$ cat config.mk
export PLATFORM = sky130hd
export DESIGN_NAME = minute_second_countdown_timer_top_flat
export DESIGN_NICKNAME = d
export VERILOG_FILES = /design/src/design/mst_pkg.sv /design/src/design/mst_if.sv /design/src/design/mst_cfg.sv /design/src/design/mst_core.sv /design/src/design/minute_second_countdown_timer_top.sv /design/src/flat_wrapper.sv
export SDC_FILE = /design/constraint.sdc
export NUM_CORES = 1
export LEC_CHECK = 0
export BUFFER_PORTS_ARGS = -buffer_cell sky130_fd_sc_hd__buf_4
export CAP_MARGIN = 30
export CORE_UTILIZATION = 60
export CTS_BUF_LIST = sky130_fd_sc_hd__clkbuf_4 sky130_fd_sc_hd__clkbuf_8 sky130_fd_sc_hd__clkbuf_16
export DETAILED_ROUTE_END_ITERATION = 8
export PLACE_DENSITY_LB_ADDON = 0.05
export SYNTH_ARGS = -nofsm -noshare
export SYNTH_HDL_FRONTEND = slang
export SYNTH_HIERARCHICAL = 1
export SYNTH_SLANG_ARGS = --single-unit
export TNS_END_PERCENT = 1
$ cat constraint.sdc
create_clock -name clk_i -period 13.2 [get_ports clk_i]
set_input_delay 1.98 -clock clk_i [delete_from_list [all_inputs] [get_ports clk_i]]
set_output_delay 1.98 -clock clk_i [all_outputs]
set_load 0.03 [all_outputs]
$ cat src/design/mst_pkg.sv
package mst_pkg;

  localparam int CFG_AW = 4;
  localparam int CFG_DW = 32;

  localparam logic [15:0] SLOW_PERIOD_RST = 16'd31249;
  localparam logic [15:0] FAST_PERIOD_RST = 16'd6249;
  localparam logic [6:0]  MAX_MINUTES_RST = 7'd60;

  localparam logic [5:0] SEC_MAX      = 6'd59;
  localparam logic [6:0] SEC_WRAP     = 7'd60;
  localparam logic [6:0] MID_STEP     = 7'd14;
  localparam logic [6:0] BIG_STEP     = 7'd59;
  localparam logic [5:0] DOWN_STEP    = 6'd14;
  localparam logic [7:0] MID_RPT_CNT  = 8'd30;
  localparam logic [7:0] BIG_RPT_CNT  = 8'd60;
  localparam logic [7:0] RPT_CNT_SAT  = 8'd255;

  typedef enum logic [1:0] {
    REG_SLOW_PERIOD = 2'd0,
    REG_FAST_PERIOD = 2'd1,
    REG_MAX_MINUTES = 2'd2
  } cfg_reg_e;

  typedef enum logic {
    REQ_TICK   = 1'b0,
    REQ_BUTTON = 1'b1
  } req_kind_e;

  typedef enum logic [1:0] {
    BTN_NONE  = 2'd0,
    BTN_START = 2'd1,
    BTN_UP    = 2'd2,
    BTN_DOWN  = 2'd3
  } btn_e;

  typedef enum logic [2:0] {
    EV_PRESS   = 3'd1,
    EV_HOLD    = 3'd2,
    EV_RELEASE = 3'd4
  } evt_e;

  typedef struct packed {
    logic [15:0] slow_period;
    logic [15:0] fast_period;
    logic [6:0]  max_minutes;
  } cfg_t;

  typedef struct packed {
    logic       req_type;
    logic [1:0] button;
    logic [2:0] event_code;
  } req_t;

  typedef struct packed {
    logic [6:0]  minutes;
    logic [5:0]  seconds;
    logic        counting_down;
    logic        ticks_enabled;
    logic [15:0] period_value;
    logic        restart_timebase;
  } res_t;

endpackage

$ cat src/design/mst_if.sv
interface mst_req_if;
  logic       valid;
  logic       ready;
  logic       req_type;
  logic [1:0] button;
  logic [2:0] event_code;

  modport source (output valid, output req_type, output button, output event_code,
                  input ready);
  modport sink (input valid, input req_type, input button, input event_code,
                output ready);
endinterface

interface mst_res_if;
  logic        valid;
  logic        ready;
  logic [6:0]  minutes;
  logic [5:0]  seconds;
  logic        counting_down;
  logic        ticks_enabled;
  logic [15:0] period_value;
  logic        restart_timebase;

  modport source (output valid, output minutes, output seconds, output counting_down,
                  output ticks_enabled, output period_value, output restart_timebase,
                  input ready);
  modport sink (input valid, input minutes, input seconds, input counting_down,
                input ticks_enabled, input period_value, input restart_timebase,
                output ready);
endinterface

$ cat src/design/mst_cfg.sv
module mst_cfg import mst_pkg::*; (
  input  logic              clk_i,
  input  logic              rst_ni,
  input  logic              psel,
  input  logic              penable,
  input  logic              pwrite,
  input  logic [CFG_AW-1:0] paddr,
  input  logic [CFG_DW-1:0] pwdata,
  output logic [CFG_DW-1:0] prdata,
  output logic              pready,
  output cfg_t              cfg_o
);

  logic [15:0] slow_q, slow_d;
  logic [15:0] fast_q, fast_d;
  logic [6:0]  maxm_q, maxm_d;
  logic        wr_en;
  cfg_reg_e    reg_sel;

  assign pready  = 1'b1;
  assign wr_en   = psel && penable && pwrite;
  assign reg_sel = cfg_reg_e'(paddr[3:2]);

  always_comb begin
    slow_d = slow_q;
    fast_d = fast_q;
    maxm_d = maxm_q;
    if (wr_en) begin
      case (reg_sel)
        REG_SLOW_PERIOD: slow_d = pwdata[15:0];
        REG_FAST_PERIOD: fast_d = pwdata[15:0];
        REG_MAX_MINUTES: maxm_d = pwdata[6:0];
        default: ;
      endcase
    end
  end

  always_comb begin
    case (reg_sel)
      REG_SLOW_PERIOD: prdata = {16'd0, slow_q};
      REG_FAST_PERIOD: prdata = {16'd0, fast_q};
      REG_MAX_MINUTES: prdata = {25'd0, maxm_q};
      default:         prdata = '0;
    endcase
  end

  always_ff @(posedge clk_i or negedge rst_ni) begin
    if (!rst_ni) begin
      slow_q <= SLOW_PERIOD_RST;
      fast_q <= FAST_PERIOD_RST;
      maxm_q <= MAX_MINUTES_RST;
    end else begin
      slow_q <= slow_d;
      fast_q <= fast_d;
      maxm_q <= maxm_d;
    end
  end

  assign cfg_o = '{slow_period: slow_q, fast_period: fast_q, max_minutes: maxm_q};

endmodule

$ cat src/design/mst_core.sv
module mst_core import mst_pkg::*; (
  input  logic clk_i,
  input  logic rst_ni,
  input  logic fire_i,
  input  req_t req_i,
  input  cfg_t cfg_i,
  output res_t res_o
);

  typedef struct packed {
    logic [6:0] mins;
    logic [5:0] secs;
  } mmss_t;

  logic [5:0]  sec_q, sec_d;
  logic [6:0]  min_q, min_d;
  logic        run_q, run_d;
  logic        up_rep_q, up_rep_d;
  logic        dn_rep_q, dn_rep_d;
  logic [7:0]  rep_cnt_q, rep_cnt_d;
  logic        tick_on_q, tick_on_d;
  logic [15:0] period_q, period_d;
  logic        pulse;
  mmss_t       tv;

  function automatic mmss_t step_up(mmss_t t, logic [6:0] add, logic [6:0] lim);
    mmss_t      r;
    logic [6:0] sum;
    sum = {1'b0, t.secs} + add + 7'd1;
    if (t.mins < lim) begin
      if (sum >= SEC_WRAP) begin
        r.secs = '0;
        r.mins = t.mins + 7'd1;
      end else begin
        r.secs = sum[5:0];
        r.mins = t.mins;
      end
    end else begin
      r.mins = lim;
      r.secs = '0;
    end
    return r;
  endfunction

  function automatic mmss_t step_down(mmss_t t);
    mmss_t r;
    r = t;
    if (t.secs != 6'd0 || t.mins != 7'd0) begin
      if (t.secs == 6'd0) begin
        r.mins = t.mins - 7'd1;
        r.secs = SEC_MAX;
      end else begin
        r.secs = t.secs - 6'd1;
      end
    end
    return r;
  endfunction

  // Fast down step: take 14 seconds off, then a normal decrement. A borrow
  // lands on 59 seconds, and anything below 0:00 is held at 0:00.
  function automatic mmss_t step_down_fast(mmss_t t);
    mmss_t r;
    r = t;
    if (t.secs > DOWN_STEP) begin
      r.secs = t.secs - DOWN_STEP - 6'd1;
    end else if (t.mins != 7'd0) begin
      r.mins = t.mins - 7'd1;
      r.secs = SEC_MAX;
    end else begin
      r.secs = '0;
    end
    return r;
  endfunction

  function automatic logic [7:0] bump(logic [7:0] c);
    return (c < RPT_CNT_SAT) ? c + 8'd1 : c;
  endfunction

  always_comb begin
    tv        = '{mins: min_q, secs: sec_q};
    run_d     = run_q;
    up_rep_d  = up_rep_q;
    dn_rep_d  = dn_rep_q;
    rep_cnt_d = rep_cnt_q;
    tick_on_d = tick_on_q;
    period_d  = period_q;
    pulse     = 1'b0;

    if (req_i.req_type == REQ_TICK) begin
      if (tick_on_q) begin
        // Both repeats may be active at once; they share one step count.
        if (up_rep_q) begin
          if (rep_cnt_d < MID_RPT_CNT) begin
            tv        = step_up(tv, 7'd0, cfg_i.max_minutes);
            rep_cnt_d = bump(rep_cnt_d);
          end
          if (rep_cnt_d >= MID_RPT_CNT) begin
            tv        = step_up(tv, MID_STEP, cfg_i.max_minutes);
            rep_cnt_d = bump(rep_cnt_d);
          end
          if (rep_cnt_d >= BIG_RPT_CNT) begin
            tv        = step_up(tv, BIG_STEP, cfg_i.max_minutes);
            rep_cnt_d = bump(rep_cnt_d);
          end
        end
        if (dn_rep_q) begin
          if (rep_cnt_d < MID_RPT_CNT) begin
            tv        = step_down(tv);
            rep_cnt_d = bump(rep_cnt_d);
          end
          if (rep_cnt_d >= MID_RPT_CNT) begin
            tv        = step_down_fast(tv);
            rep_cnt_d = bump(rep_cnt_d);
          end
        end
        if (run_q) begin
          tv = step_down(tv);
        end
        if (tv.secs == 6'd0 && tv.mins == 7'd0) begin
          tick_on_d = 1'b0;
          pulse     = 1'b1;
        end
      end
    end else if (!run_q) begin
      case (btn_e'(req_i.button))
        BTN_START: begin
          period_d  = cfg_i.slow_period;
          tick_on_d = 1'b1;
          run_d     = 1'b1;
          pulse     = 1'b1;
        end
        BTN_UP, BTN_DOWN: begin
          case (evt_e'(req_i.event_code))
            EV_PRESS: begin
              if (req_i.button == BTN_UP) tv = step_up(tv, 7'd0, cfg_i.max_minutes);
              else                        tv = step_down(tv);
            end
            EV_HOLD: begin
              period_d  = cfg_i.fast_period;
              tick_on_d = 1'b1;
              pulse     = 1'b1;
              if (req_i.button == BTN_UP) up_rep_d = 1'b1;
              else                        dn_rep_d = 1'b1;
            end
            EV_RELEASE: begin
              tick_on_d = 1'b0;
              pulse     = 1'b1;
              rep_cnt_d = '0;
              if (req_i.button == BTN_UP) up_rep_d = 1'b0;
              else                        dn_rep_d = 1'b0;
            end
            default: ;
          endcase
        end
        default: ;
      endcase
    end else if (req_i.button == BTN_START) begin
      tick_on_d = 1'b0;
      run_d     = 1'b0;
      pulse     = 1'b1;
    end

    sec_d = tv.secs;
    min_d = tv.mins;
  end

  always_ff @(posedge clk_i or negedge rst_ni) begin
    if (!rst_ni) begin
      sec_q     <= '0;
      min_q     <= '0;
      run_q     <= 1'b0;
      up_rep_q  <= 1'b0;
      dn_rep_q  <= 1'b0;
      rep_cnt_q <= '0;
      tick_on_q <= 1'b0;
      period_q  <= '0;
    end else if (fire_i) begin
      sec_q     <= sec_d;
      min_q     <= min_d;
      run_q     <= run_d;
      up_rep_q  <= up_rep_d;
      dn_rep_q  <= dn_rep_d;
      rep_cnt_q <= rep_cnt_d;
      tick_on_q <= tick_on_d;
      period_q  <= period_d;
    end
  end

  assign res_o = '{minutes: min_d, seconds: sec_d, counting_down: run_d,
                   ticks_enabled: tick_on_d, period_value: period_d,
                   restart_timebase: pulse};

  a_idle_tick_keeps_time: assert property (@(posedge clk_i) disable iff (!rst_ni)
    fire_i && req_i.req_type == REQ_TICK && !tick_on_q
    |=> $stable(sec_q) && $stable(min_q) && $stable(rep_cnt_q))
    else $error("tick with timebase off changed the time");

  a_idle_tick_no_pulse: assert property (@(posedge clk_i) disable iff (!rst_ni)
    fire_i && req_i.req_type == REQ_TICK && !tick_on_q |-> !res_o.restart_timebase)
    else $error("tick with timebase off restarted the timebase");

  a_start_loads_slow: assert property (@(posedge clk_i) disable iff (!rst_ni)
    fire_i && req_i.req_type == REQ_BUTTON && req_i.button == BTN_START && !run_q
    |=> run_q && tick_on_q && period_q == $past(cfg_i.slow_period))
    else $error("start did not load the slow period");

  a_release_clears_count: assert property (@(posedge clk_i) disable iff (!rst_ni)
    fire_i && req_i.req_type == REQ_BUTTON && !run_q && req_i.event_code == EV_RELEASE &&
    (req_i.button == BTN_UP || req_i.button == BTN_DOWN)
    |=> rep_cnt_q == 8'd0 && !tick_on_q)
    else $error("release did not clear the repeat count");

endmodule

$ cat src/design/minute_second_countdown_timer_top.sv
// Minutes:seconds countdown timer.
// req_i carries one beat per timebase tick or button event; res_o returns one
// beat per request with the time after the update, the countdown and timebase
// state, the compare value for the external timebase and a restart pulse.
// Both channels are valid/ready; a beat moves when both are high.
// A request is captured in an input register, and the update logic then writes
// the result register once it is free; the result beat is driven from there.
// One request is taken every cycle while res_o drains; the rate holds because the
// time and repeat counters are updated combinationally between the two registers.
// When the receiver stalls, the result register holds and the input register
// takes one more beat, after which req_i.ready drops until the result is taken.
// Registers on the APB-style port: slow_period at 0x0, fast_period at 0x4,
// max_minutes at 0x8. Write them only while no request is in flight.
// Reset clears the time, the flags and the period register, loads the register
// defaults, and leaves both channels empty.
module minute_second_countdown_timer_top import mst_pkg::*; (
  input  logic              clk_i,
  input  logic              rst_ni,
  mst_req_if.sink           req_i,
  mst_res_if.source         res_o,
  input  logic              psel,
  input  logic              penable,
  input  logic              pwrite,
  input  logic [CFG_AW-1:0] paddr,
  input  logic [CFG_DW-1:0] pwdata,
  output logic [CFG_DW-1:0] prdata,
  output logic              pready
);

  cfg_t cfg;
  logic in_vld_q, in_vld_d;
  req_t in_q;
  logic res_vld_q, res_vld_d;
  res_t res_q, res_next;
  logic adv;
  logic in_fire;

  mst_cfg u_cfg (
    .clk_i   (clk_i),
    .rst_ni  (rst_ni),
    .psel    (psel),
    .penable (penable),
    .pwrite  (pwrite),
    .paddr   (paddr),
    .pwdata  (pwdata),
    .prdata  (prdata),
    .pready  (pready),
    .cfg_o   (cfg)
  );

  assign adv         = in_vld_q && (!res_vld_q || res_o.ready);
  assign req_i.ready = !in_vld_q || adv;
  assign in_fire     = req_i.valid && req_i.ready;

  mst_core u_core (
    .clk_i  (clk_i),
    .rst_ni (rst_ni),
    .fire_i (adv),
    .req_i  (in_q),
    .cfg_i  (cfg),
    .res_o  (res_next)
  );

  always_comb begin
    in_vld_d = in_vld_q;
    if (in_fire)  in_vld_d = 1'b1;
    else if (adv) in_vld_d = 1'b0;
    res_vld_d = res_vld_q;
    if (adv)              res_vld_d = 1'b1;
    else if (res_o.ready) res_vld_d = 1'b0;
  end

  always_ff @(posedge clk_i or negedge rst_ni) begin
    if (!rst_ni) begin
      in_vld_q  <= 1'b0;
      res_vld_q <= 1'b0;
    end else begin
      in_vld_q  <= in_vld_d;
      res_vld_q <= res_vld_d;
    end
  end

  always_ff @(posedge clk_i) begin
    if (in_fire) begin
      in_q <= '{req_type: req_i.req_type, button: req_i.button,
                event_code: req_i.event_code};
    end
    if (adv) begin
      res_q <= res_next;
    end
  end

  assign res_o.valid            = res_vld_q;
  assign res_o.minutes          = res_q.minutes;
  assign res_o.seconds          = res_q.seconds;
  assign res_o.counting_down    = res_q.counting_down;
  assign res_o.ticks_enabled    = res_q.ticks_enabled;
  assign res_o.period_value     = res_q.period_value;
  assign res_o.restart_timebase = res_q.restart_timebase;

endmodule

$ cat src/flat_wrapper.sv
// flat-port wrapper written by rule: the top's interface ports become plain ports
module minute_second_countdown_timer_top_flat import mst_pkg::*;
  (clk_i, rst_ni, psel, penable, pwrite, paddr, pwdata, prdata, pready, req_i_valid, req_i_req_type, req_i_button, req_i_event_code, req_i_ready, res_o_valid, res_o_minutes, res_o_seconds, res_o_counting_down, res_o_ticks_enabled, res_o_period_value, res_o_restart_timebase, res_o_ready);
  mst_req_if req_i_i ();
  mst_res_if res_o_i ();
  input  logic clk_i;
  input  logic rst_ni;
  input  logic psel;
  input  logic penable;
  input  logic pwrite;
  input  logic [CFG_AW-1:0] paddr;
  input  logic [CFG_DW-1:0] pwdata;
  output logic [CFG_DW-1:0] prdata;
  output logic pready;
  input wire logic [$bits(req_i_i.valid)-1:0] req_i_valid;
  input wire logic [$bits(req_i_i.req_type)-1:0] req_i_req_type;
  input wire logic [$bits(req_i_i.button)-1:0] req_i_button;
  input wire logic [$bits(req_i_i.event_code)-1:0] req_i_event_code;
  output wire logic [$bits(req_i_i.ready)-1:0] req_i_ready;
  output wire logic [$bits(res_o_i.valid)-1:0] res_o_valid;
  output wire logic [$bits(res_o_i.minutes)-1:0] res_o_minutes;
  output wire logic [$bits(res_o_i.seconds)-1:0] res_o_seconds;
  output wire logic [$bits(res_o_i.counting_down)-1:0] res_o_counting_down;
  output wire logic [$bits(res_o_i.ticks_enabled)-1:0] res_o_ticks_enabled;
  output wire logic [$bits(res_o_i.period_value)-1:0] res_o_period_value;
  output wire logic [$bits(res_o_i.restart_timebase)-1:0] res_o_restart_timebase;
  input wire logic [$bits(res_o_i.ready)-1:0] res_o_ready;
  assign req_i_i.valid = req_i_valid;
  assign req_i_i.req_type = req_i_req_type;
  assign req_i_i.button = req_i_button;
  assign req_i_i.event_code = req_i_event_code;
  assign req_i_ready = req_i_i.ready;
  assign res_o_valid = res_o_i.valid;
  assign res_o_minutes = res_o_i.minutes;
  assign res_o_seconds = res_o_i.seconds;
  assign res_o_counting_down = res_o_i.counting_down;
  assign res_o_ticks_enabled = res_o_i.ticks_enabled;
  assign res_o_period_value = res_o_i.period_value;
  assign res_o_restart_timebase = res_o_i.restart_timebase;
  assign res_o_i.ready = res_o_ready;
  minute_second_countdown_timer_top u_core (.clk_i(clk_i), .rst_ni(rst_ni), .req_i(req_i_i), .res_o(res_o_i), .psel(psel), .penable(penable), .pwrite(pwrite), .paddr(paddr), .pwdata(pwdata), .prdata(prdata), .pready(pready));
endmodule
### After elaboration in Yosys (flattened, before gate mapping)

Index checks and enable logic that the tools add are counted.

| word-level totals | value |
|---|---|
| flip-flop bits (word level) | 120 |
| latch bits | 0 |
| bits in writable memories | 0 |
| memory bits (read-only) | 0 |
| input bits | 49 |
| output and inout port bits | 67 |
| logic and storage cells | 222 |
| memories | 0 |

| cells by class | value |
|---|---|
| $add $sub $neg | 22 |
| multiply operators | 0 |
| div/mod/pow operators | 0 |
| $lt $le $gt $ge | 17 |
| equality and inequality tests | 15 |
| shifts and indexed selects | 0 |
| multiplexer cells | 108 |
| bitwise gates (word level) | 1 |
| reduce and logical (&&, ||, !) cells | 37 |

Operators with widths:

| operator | count |
|---|---|
| $mux 13 | 38 |
| $mux 8 | 28 |
| $mux 16 | 3 |
| $pmux 16 s3 | 1 |
| $add 8x1->8 const B | 5 |
| $lt 8x8->1 const B | 5 |
| $add 7x1->7 const B | 5 |
| $mux 7 | 5 |
| $pmux 16 s2 | 1 |
| $mux 6 | 5 |
| $reduce_bool 7->1 | 4 |
| $sub 7x1->7 const B | 4 |
| $logic_not 6->1 | 4 |
| $sub 6x1->6 const B | 4 |
| $mux 1 | 22 |
| $ge 7x6->1 const B | 3 |
| $lt 7x7->1 | 3 |
| $reduce_bool 6->1 | 3 |
| $ge 8x5->1 const B | 2 |
| $lt 8x5->1 const B | 2 |
| $ne 2x2->1 const B | 7 |
| $reduce_and 7->1 | 2 |
| $pmux 1 s2 | 5 |
| $ge 8x6->1 const B | 1 |
| 20 further kinds | 38 |

### Logic depth before layout (Yosys ltp)

Gate-level depths: netlist of the first run.

| logic depth | value |
|---|---|
| depth after elaboration | 51 |
| mapped depth | 60 |
| depth with buffers taken out | 52 |

### Modules after synthesis

The synthesis of the first run kept the hierarchy.

Modules (own cells, without submodules):

| module | instances | cells each | area each (µm²) | seq. area each (µm²) |
|---|---|---|---|---|
| mst_core | 1 | 1286 | 9160.0 | 1026.0 |
| mst_cfg | 1 | 148 | 1971.9 | 997.2 |
| minute_second_countdown_timer_top | 1 | 46 | 1244.9 | 1191.1 |

### Worst setup path after synthesis of the first run

OpenSTA, ideal clock, no wires.

| path | value |
|---|---|
| path type | register -> register |
| from | register u_core.u_cfg.maxm_q[5] |
| to | register u_core.res_q (netlist bit u_core/res_o.ticks_enabled) (data pin) |
| setup time | 0.251 ns |
| arrival | 11.419 ns |
| required time | 12.949 ns |
| setup slack | 1.530 ns |
| cell stages (with the launch flop) | 59 |
| buffers on the path | 8 |
| clock period less this slack | 11.670 ns |
| path through | dfstp_2 -> inv_1 -> ha_1 -> and3_1 -> o21ai_1 -> o211ai_2 -> buf_4 -> or4_1 -> and3_1 -> clkbuf_1 -> inv_1 -> ha_1 -> and3_1 -> and4_1 -> and2_1 -> o221ai_1 -> and3_1 -> clkbuf_1 -> [23 not listed] -> ha_1 -> nor4b_1 -> nor3b_2 -> o21ai_1 -> o21ai_0 -> a31o_2 -> inv_1 -> ha_1 -> nand2_1 -> a211o_1 -> o221ai_1 -> and3_1 -> buf_2 -> nand4_1 -> mux2_2 -> a211oi_2 -> a31oi_1 -> buf_4 |

| between the ends | value |
|---|---|
| word-level cells in the longest chain between the ends | 49 |
| elaborated cells between the ends (all ways) | 72 |
| classes of those cells | 13 x add/sub; 6 x order compare; 41 x mux; 12 x reduce/logical |

Ends and longest elaborated chain:

| element | RTL line | source |
|---|---|---|
| from (decl) | mst_cfg.sv:16 | `logic [6:0] maxm_q, maxm_d;` |
| from (signal assigned) | mst_cfg.sv:55 | `maxm_q <= maxm_d;` |
| $lt 7x7->1 | mst_core.sv:30 | `if (t.mins < lim) begin` |
| $mux 13 | -- |  |
| $mux 13 | mst_core.sv:93 | `if (rep_cnt_d < MID_RPT_CNT) begin` |
| $mux 13 | mst_core.sv:92 | `if (up_rep_q) begin` |
| $mux 13 | mst_core.sv:90 | `if (tick_on_q) begin` |
| $mux 13 | mst_core.sv:89 | `if (req_i.req_type == REQ_TICK) begin` |
| $add 6x4->7 | mst_core.sv:29 | `sum = {1'b0, t.secs} + add + 7'd1;` |
| $add 7x1->7 | mst_core.sv:29 |  |
| [34 not listed] | -- |  |
| $mux 13 * | mst_core.sv:90 |  |
| $mux 13 * | mst_core.sv:89 |  |
| $logic_not 6->1 or $logic_not 7->1 (tied branches) | mst_core.sv:119 | `if (tv.secs == 6'd0 && tv.mins == 7'd0) begin` |
| $logic_and 1x1->1 * | mst_core.sv:119 |  |
| $mux 1 * | mst_core.sv:119 |  |
| $mux 1 * | mst_core.sv:90 |  |
| $mux 1 * | mst_core.sv:89 |  |
| via u_core.u_core.tick_on_d | mst_core.sv:21 | `logic tick_on_q, tick_on_d;` |
| to (signal assigned) | minute_second_countdown_timer_top.sv:89 | `res_q <= res_next;` |
| to (decl) | minute_second_countdown_timer_top.sv:34 | `res_t res_q, res_next;` |

Mark *: on every way through the listed nets, which the timed path passes. The rest lies on a longest branch. The select of a mux whose other input is x is not followed.
A chain may end at the register's enable or synchronous reset.

==> results of run 1 <==
## cells by family (layout without fill, tap and decap cells)
| kind of cell | Yosys count | in the layout | share of synthesized area |
|---|---|---|---|
| compound gates | 468 | 468 | 0.291 |
| xor+xnor | 24 | 24 | 0.0170 |
| fa+ha+maj | 41 | 41 | 0.0414 |
| buf+inv | 185 | 246 | 0.0712 |
| flops | 120 | 120 | 0.260 |
| mux | 95 | 95 | 0.0858 |
| other cells | 2 | 17 | 0.000607 |
| simple gates | 545 | 545 | 0.233 |
## sequential cells by signal, indices dropped and copies added, names as in the netlist, 6 cells and up
name / cells
u_core/u_cfg/fast_q: 16
u_core/u_cfg/slow_q: 16
u_core/u_core/period_q: 16
u_core/res_o.seconds: 6
u_core/in_q: 6
u_core/u_core/min_q: 7
u_core/res_o.minutes: 7
u_core/u_core/rep_cnt_q: 8
u_core/u_core/sec_q: 6
u_core/res_o.period_value: 16
u_core/u_cfg/maxm_q: 7
## cell usage after synthesis, types with 21 or more instances
| cell type | instances | area (um2) |
|---|---|---|
| a21oi_1 | 82 | 410 |
| a31oi_1 | 26 | 163 |
| and3_1 | 21 | 131 |
| buf_2 | 25 | 125 |
| buf_4 | 29 | 218 |
| clkbuf_1 | 51 | 191 |
| dfrtp_1 | 65 | 1630 |
| edfxtp_1 | 38 | 1140 |
| ha_1 | 41 | 513 |
| inv_1 | 67 | 251 |
| mux2_2 | 43 | 484 |
| mux2i_1 | 40 | 400 |
| nand2_1 | 121 | 454 |
| nand3_1 | 57 | 285 |
| nand4_1 | 23 | 144 |
| nor2_1 | 135 | 507 |
| nor3_1 | 40 | 200 |
| o21ai_0 | 71 | 355 |
## worst max-delay path: cells and delay by family (launching register included)
family | cells | cell delay [ns]
AO/OA/AOI/OAI | 22 | 5.04
AND/OR/NAND/NOR | 15 | 3.43
adder cells (fa/ha/maj) | 6 | 1.65
buffers and inverters | 5 | 0.74
multiplexers | 2 | 0.64
flip-flops | 1 | 0.63
## stage by stage
step	hold WS, ns	std cells
after detailed placement	0.523	1793
final	0.534	1826
after floorplan	0.488	1495
after global routing	0.560	1826
after CTS	0.538	1825
after global placement	0.511	1793
## layout make-up
type	instances	area, um2
clock buffers	17	425
flip-flops and latches	120	3210
well taps	270	338
fillers	1702	6360
clock inverters	15	153
inverters	69	259
repair buffers	145	1110
multi-input cells	1190	8370
## cells in the final DEF (no fill, tap or decap), drive strengths merged, types with 18 or more instances in the layout
cell type / count
ha: 41
buf: 145
nor3: 45
o211ai: 18
a31oi: 31
and3: 21
nor4: 21
o22ai: 20
o21ai: 89
edfxtp: 38
dfrtp: 65
inv: 79
nand4: 23
mux2: 53
nand2: 121
and2: 20
mux2i: 42
nor2: 137
a21oi: 87
nand3: 59
## worst min path at each step
stage | slack, ns | cells past startpoint | startpoint | endpoint
after global placement | 0.51 | 2 | u_core/u_core/period_q[15] | u_core/u_core/period_q[15]
after CTS | 0.54 | 1 | u_core/u_cfg/slow_q[2] | u_core/u_cfg/slow_q[2]
after global routing | 0.56 | 1 | u_core/u_cfg/slow_q[2] | u_core/u_cfg/slow_q[2]
final | 0.53 | 2 | u_core/u_core/period_q[2] | u_core/u_core/period_q[2]
after detailed placement | 0.52 | 1 | u_core/u_cfg/slow_q[2] | u_core/u_cfg/slow_q[2]
after floorplan | 0.49 | 2 | u_core/u_core/period_q[15] | u_core/u_core/period_q[15]
## power by group through the flow
stage               sequential (mW)  combinational [mW]  clock (mW)
floorplan                     0.622                2.08           0
global placement              0.638                2.78           0
detailed placement            0.639                2.81           0
CTS                           0.634                2.83       0.478
global route                  0.653                3.17       0.492
finish                        0.638                2.94       0.470
## layer usage
metal	global-route usage	vias up	routed length (um)
met5	0	-	0
met4	0.117	0	954
met3	0.0564	74	3320
met2	0.560	663	17600
met1	0.501	5964	16200
li1	-	5740	-
==> impl_metrics.ini, run 1 <==
[critical_path]
cp-startpoint = u_core/u_cfg/maxm_q[5]
r2r-end = u_core/res_o.ticks_enabled
crit_top_cell = ha_1
cpPeakStageDelay_ns = 0.63
start_kind = flip-flop
path_class = flip-flop to flip-flop
cp_max_fo = 22
worstSetupEndpoint = u_core/res_o.ticks_enabled
slowest_stage = dfstp_2
required_ns = 13.36
r2r_slack_ns = 0.81
ff2ff_path_depth = 50
arrival_ns = 12.55
reg2reg_from = u_core/u_cfg/maxm_q[5]
cp-end-kind = flip-flop

[outcome]
outcome = finished, final reports clean

[synthesis]
synth_seq_cells = 120
synthesis.area_mm2 = 0.0124
synth_edf_count = 38
syn_area_per_cell_um2 = 8.36
yosysSeqAreaShare = 0.260
yosysUniqueCellTypes = 126
yosys_warnings = 6
synth_cells = 1480
synth_flop_cell = dfrtp_1
synthArstFlopShare = 0.683

[timing]
tightest_slew_ns = 1.11
drv_slew = 0
finalSetupTns_ns = 0
fmax_mhz = 80.7
hold_viol = 0
finalClockSkew_ns = 0.0269
worst_slack_ns = 0.813
period_share = 0.938
finalSetupViolCount = 0
max_slew_margin = 0.260
fin_crit_ns = 12.39
rsz0062_at_grt = no

[grt]
antenna_found_initial = 0
grt_max_degree = 85
grt_pass1_wl_mm = 60.8
grt_pass1_vias = 11400
gr-total-overflow = 0
grt.total_usage = 0.357

[detailed_routing]
drtIter0Drc = 1545
viasPerCell = 6.81
antenna_left = 0
dr_total_vias = 12400
drc = 0
wirelength_mm = 38.1
firstDrtPassIters = 6
wire_per_inst_um = 20.9

[cells_and_area]
stdcell_area_mm2 = 0.0139
insertedDiodeCount = 0
drive_above_1_share = 0.229
post-route-util = 0.686
area_delta_synth_final_pct = 12.1
nets = 1633

[floorplan]
rows = 52
io_pins = 116
core_area_mm2 = 0.0202
start_util = 0.612
dieArea_mm2 = 0.0212
die_x_um = 146
fp.dieH_um = 146

[pwr]
p_leak_nw = 5.45
pwr_density_cell_mw_per_mm2 = 291
p_int_mw = 1.86
seqPwrFrac = 0.158
power_frac_comb = 0.726
clock_power_share = 0.116
irDropWorstVdd_v = 0.000139
p_switching_mw = 2.19
p_sw_frac = 0.541
p_total_mw = 4.04

[place]
port_buffers = 80
gp_congestion = 0.974
post-dp-hpwl_mm = 27.5
place_ws_ns = 0.727
dpl_cell_area_mm2 = 0.0132

[clock_network]
ctsRootBufferMaster = clkbuf_16
cts_sinks = 120
hold_buffers = 0
cts.path.max_buffers = 2
numCtsBuffers = 17
clk_pin_slew_ns = 0.07
clock_latency_ns = 0.44
cts_tree = yes
cts_setup_buffers = 0
h-tree-depth = 4
cts_resized = 0

[min_path]
min_path_type = flip-flop to flip-flop

[flow_run]
drv_cap = 0
(Power assumes the default switching activity.)
==> run 2, diff against run 1 <==
Settings changed: ABC_AREA set to 1, CTS_BUF_LIST sky130_fd_sc_hd__clkbuf_4 sky130_fd_sc_hd__clkbuf_8 sky130_fd_sc_hd__clkbuf_16 to unset.
Clock period 13.2 ns to 16 ns, I/O delays scaled along.
==> impl_metrics.ini, run 2 <==
[critical_path]
path_class = flip-flop to flip-flop
cpLargestDelayFamily = compound AO/OA/AOI/OAI gates
ff2ff_path_depth = 55
crit_top_cell = nand2_1
cp-end-kind = flip-flop
required_ns = 16.16
r2r-end = u_core/res_o.ticks_enabled
cp_max_fo = 14
r2r_slack_ns = 5.36
reg2reg_from = u_core/u_cfg/maxm_q[2]
cp.depth = 55
cpPeakStageDelay_ns = 0.63
cp.buffers_inverters = 6
slowest_stage = dfstp_2
arrival_ns = 10.81
start_kind = flip-flop

[clock_network]
h-tree-depth = 4
clock_latency_ns = 0.42
ctsRootBufferMaster = clkbuf_16
clk_pin_slew_ns = 0.06
cts.path.max_buffers = 2
cts_resized = 0
cts_setup_buffers = 0
cts_tree = yes
cts_sinks = 120
hold_buffers = 0
numCtsBuffers = 17

[floorplan]
core_area_mm2 = 0.0181
fp.dieH_um = 138
start_util = 0.618
rows = 49
dieArea_mm2 = 0.0192
io_pins = 116
die_x_um = 138

[synthesis]
synth_cells = 1730
yosys_warnings = 6
synth_seq_cells = 120
synthesis.area_mm2 = 0.0112
yosysTopAreaCell = nand2_1
synth_fa_ha_area_frac = 0.0459
synth_mux_area_frac = 0.000895
yosys.area.top_type_share = 0.206
synthTopCellsByCount = nand2_1 (613), inv_1 (173), nand3_1 (140), nor2_1 (123), o21ai_0 (106)
synth.most_common_cell = nand2_1
synth_compound_area_frac = 0.127
synthArstFlopShare = 0.683
yosysUniqueCellTypes = 62
synthXorXnorAreaFrac = 0.0242
synth_top_family_by_area = simple AND/OR/NAND/NOR gates
synth_flop_cell = dfrtp_1
synth-simple-area-share = 0.405
synth_area_leaders = nand2_1 (21%), dfrtp_1 (15%), edfxtp_1 (10%)
syn_area_per_cell_um2 = 6.46
synth_edf_count = 38
yosysSeqAreaShare = 0.288

[grt]
grt_pass1_wl_mm = 53.4
antenna_found_initial = 0
grt_pass1_vias = 10800
grt.total_usage = 0.347
grt_max_degree = 95
gr-total-overflow = 0

[place]
gp_congestion = 0.955
port_buffers = 80
post-dp-hpwl_mm = 23.7

[timing]
tightest_slew_ns = 0.935
hold_viol = 0
fin_crit_ns = 10.64
finalClockSkew_ns = 0.00996
rsz0062_at_grt = no
period_share = 0.665
drv_slew = 0
finalSetupTns_ns = 0
finalSetupViolCount = 0
max_slew_margin = 0.377
fmax_mhz = 94.0

[detailed_routing]
firstDrtPassIters = 9
antenna_left = 0
drtIter0Drc = 852
drc = 6
wirelength_mm = 32.4
viasPerCell = 5.75
wire_per_inst_um = 16.0
dr_total_vias = 11600

[cells_and_area]
nets = 1871
area_delta_synth_final_pct = 10.9
drive_above_1_share = 0.149
insertedDiodeCount = 0
layout_common_cells = nand2_1 (613), inv_1 (173), nand3_1 (140)
post-route-util = 0.686
mostFrequentLayoutCell = nand2_1

[flow_run]
drv_cap = 0

[min_path]
min_path_type = flip-flop to flip-flop
holdPathStages = 2
hold_end = u_core/u_cfg/slow_q[14]
worstHoldStart = u_core/u_cfg/slow_q[14]

[outcome]
outcome = finished, violations left
violations = design-rule violations
## run 2: cell count changes in the layout (fill, tap and decap cells not counted), moves of 39 or more
cell	before	now
inv_1	67	173
mux2i_1	40	1
nand3_1	57	140
nand2_1	121	613
buf_4	144	87
mux2_2	43	0
## run 2: kinds of logic after synthesis
logic type | Yosys count
and+or+nand+nor | 1019
xor gates and xnor gates | 30
buffers and inverters | 279
DFF | 120
other | 2
muxes | 1
adders and majority gates | 41
AOI/OAI and AO/OA | 238
## run 2: stage by stage
stage	instances	instance area, um2	setup WS (ns)	hold WS, ns
5_1_grt	2023	12400	4.49	0.492
2_1_floorplan	1745	11200	7.80	0.449
3_5_place_dp	1991	11800	5.64	0.461
3_3_place_gp	1991	11800	5.84	0.458
4_1_cts	2023	12400	5.60	0.473
6_report	2023	12400	5.36	0.472
## run 2: worst max-delay path by stage
| stage | from | to |
|---|---|---|
| 5_1_grt | u_core/u_cfg/maxm_q[2] | u_core/u_core/tick_on_q |
| 6_report | u_core/u_cfg/maxm_q[2] | u_core/res_o.ticks_enabled |
| 2_1_floorplan | u_core/u_cfg/maxm_q[2] | u_core/res_o.ticks_enabled |
| 4_1_cts | u_core/u_cfg/maxm_q[2] | u_core/res_o.ticks_enabled |
| 3_3_place_gp | u_core/u_cfg/maxm_q[2] | u_core/res_o.ticks_enabled |
| 3_5_place_dp | u_core/u_cfg/maxm_q[2] | u_core/res_o.ticks_enabled |
## run 2: final cells by class
type,count,area [um2]
clock buffers,17,425
clock inverters,15,191
fillers,1666,5690
inverters,209,806
multi-input cells,1346,6820
flip-flops and latches,120,3210
well taps,229,287
repair buffers,87,653
## run 2: per-layer routing
layer  track usage  wire length (um)
met5             0                 0
met4         0.183              1430
met3        0.0509              2120
met2         0.589             15700
met1         0.428             13200
## run 2: worst reg2reg max path: cells and delay by family, from the launching register on
kind	cells	cell delay (ns)
buffers and inverters	6	0.83
AO/OA/AOI/OAI	11	3.68
AND/OR/NAND/NOR	32	3.62
adder cells (fa/ha/maj)	6	1.64
flip-flops	1	0.63
Power of run 2 is not shown: default switching activity piles up to over one toggle a cycle in this logic, so the estimate is an artifact.
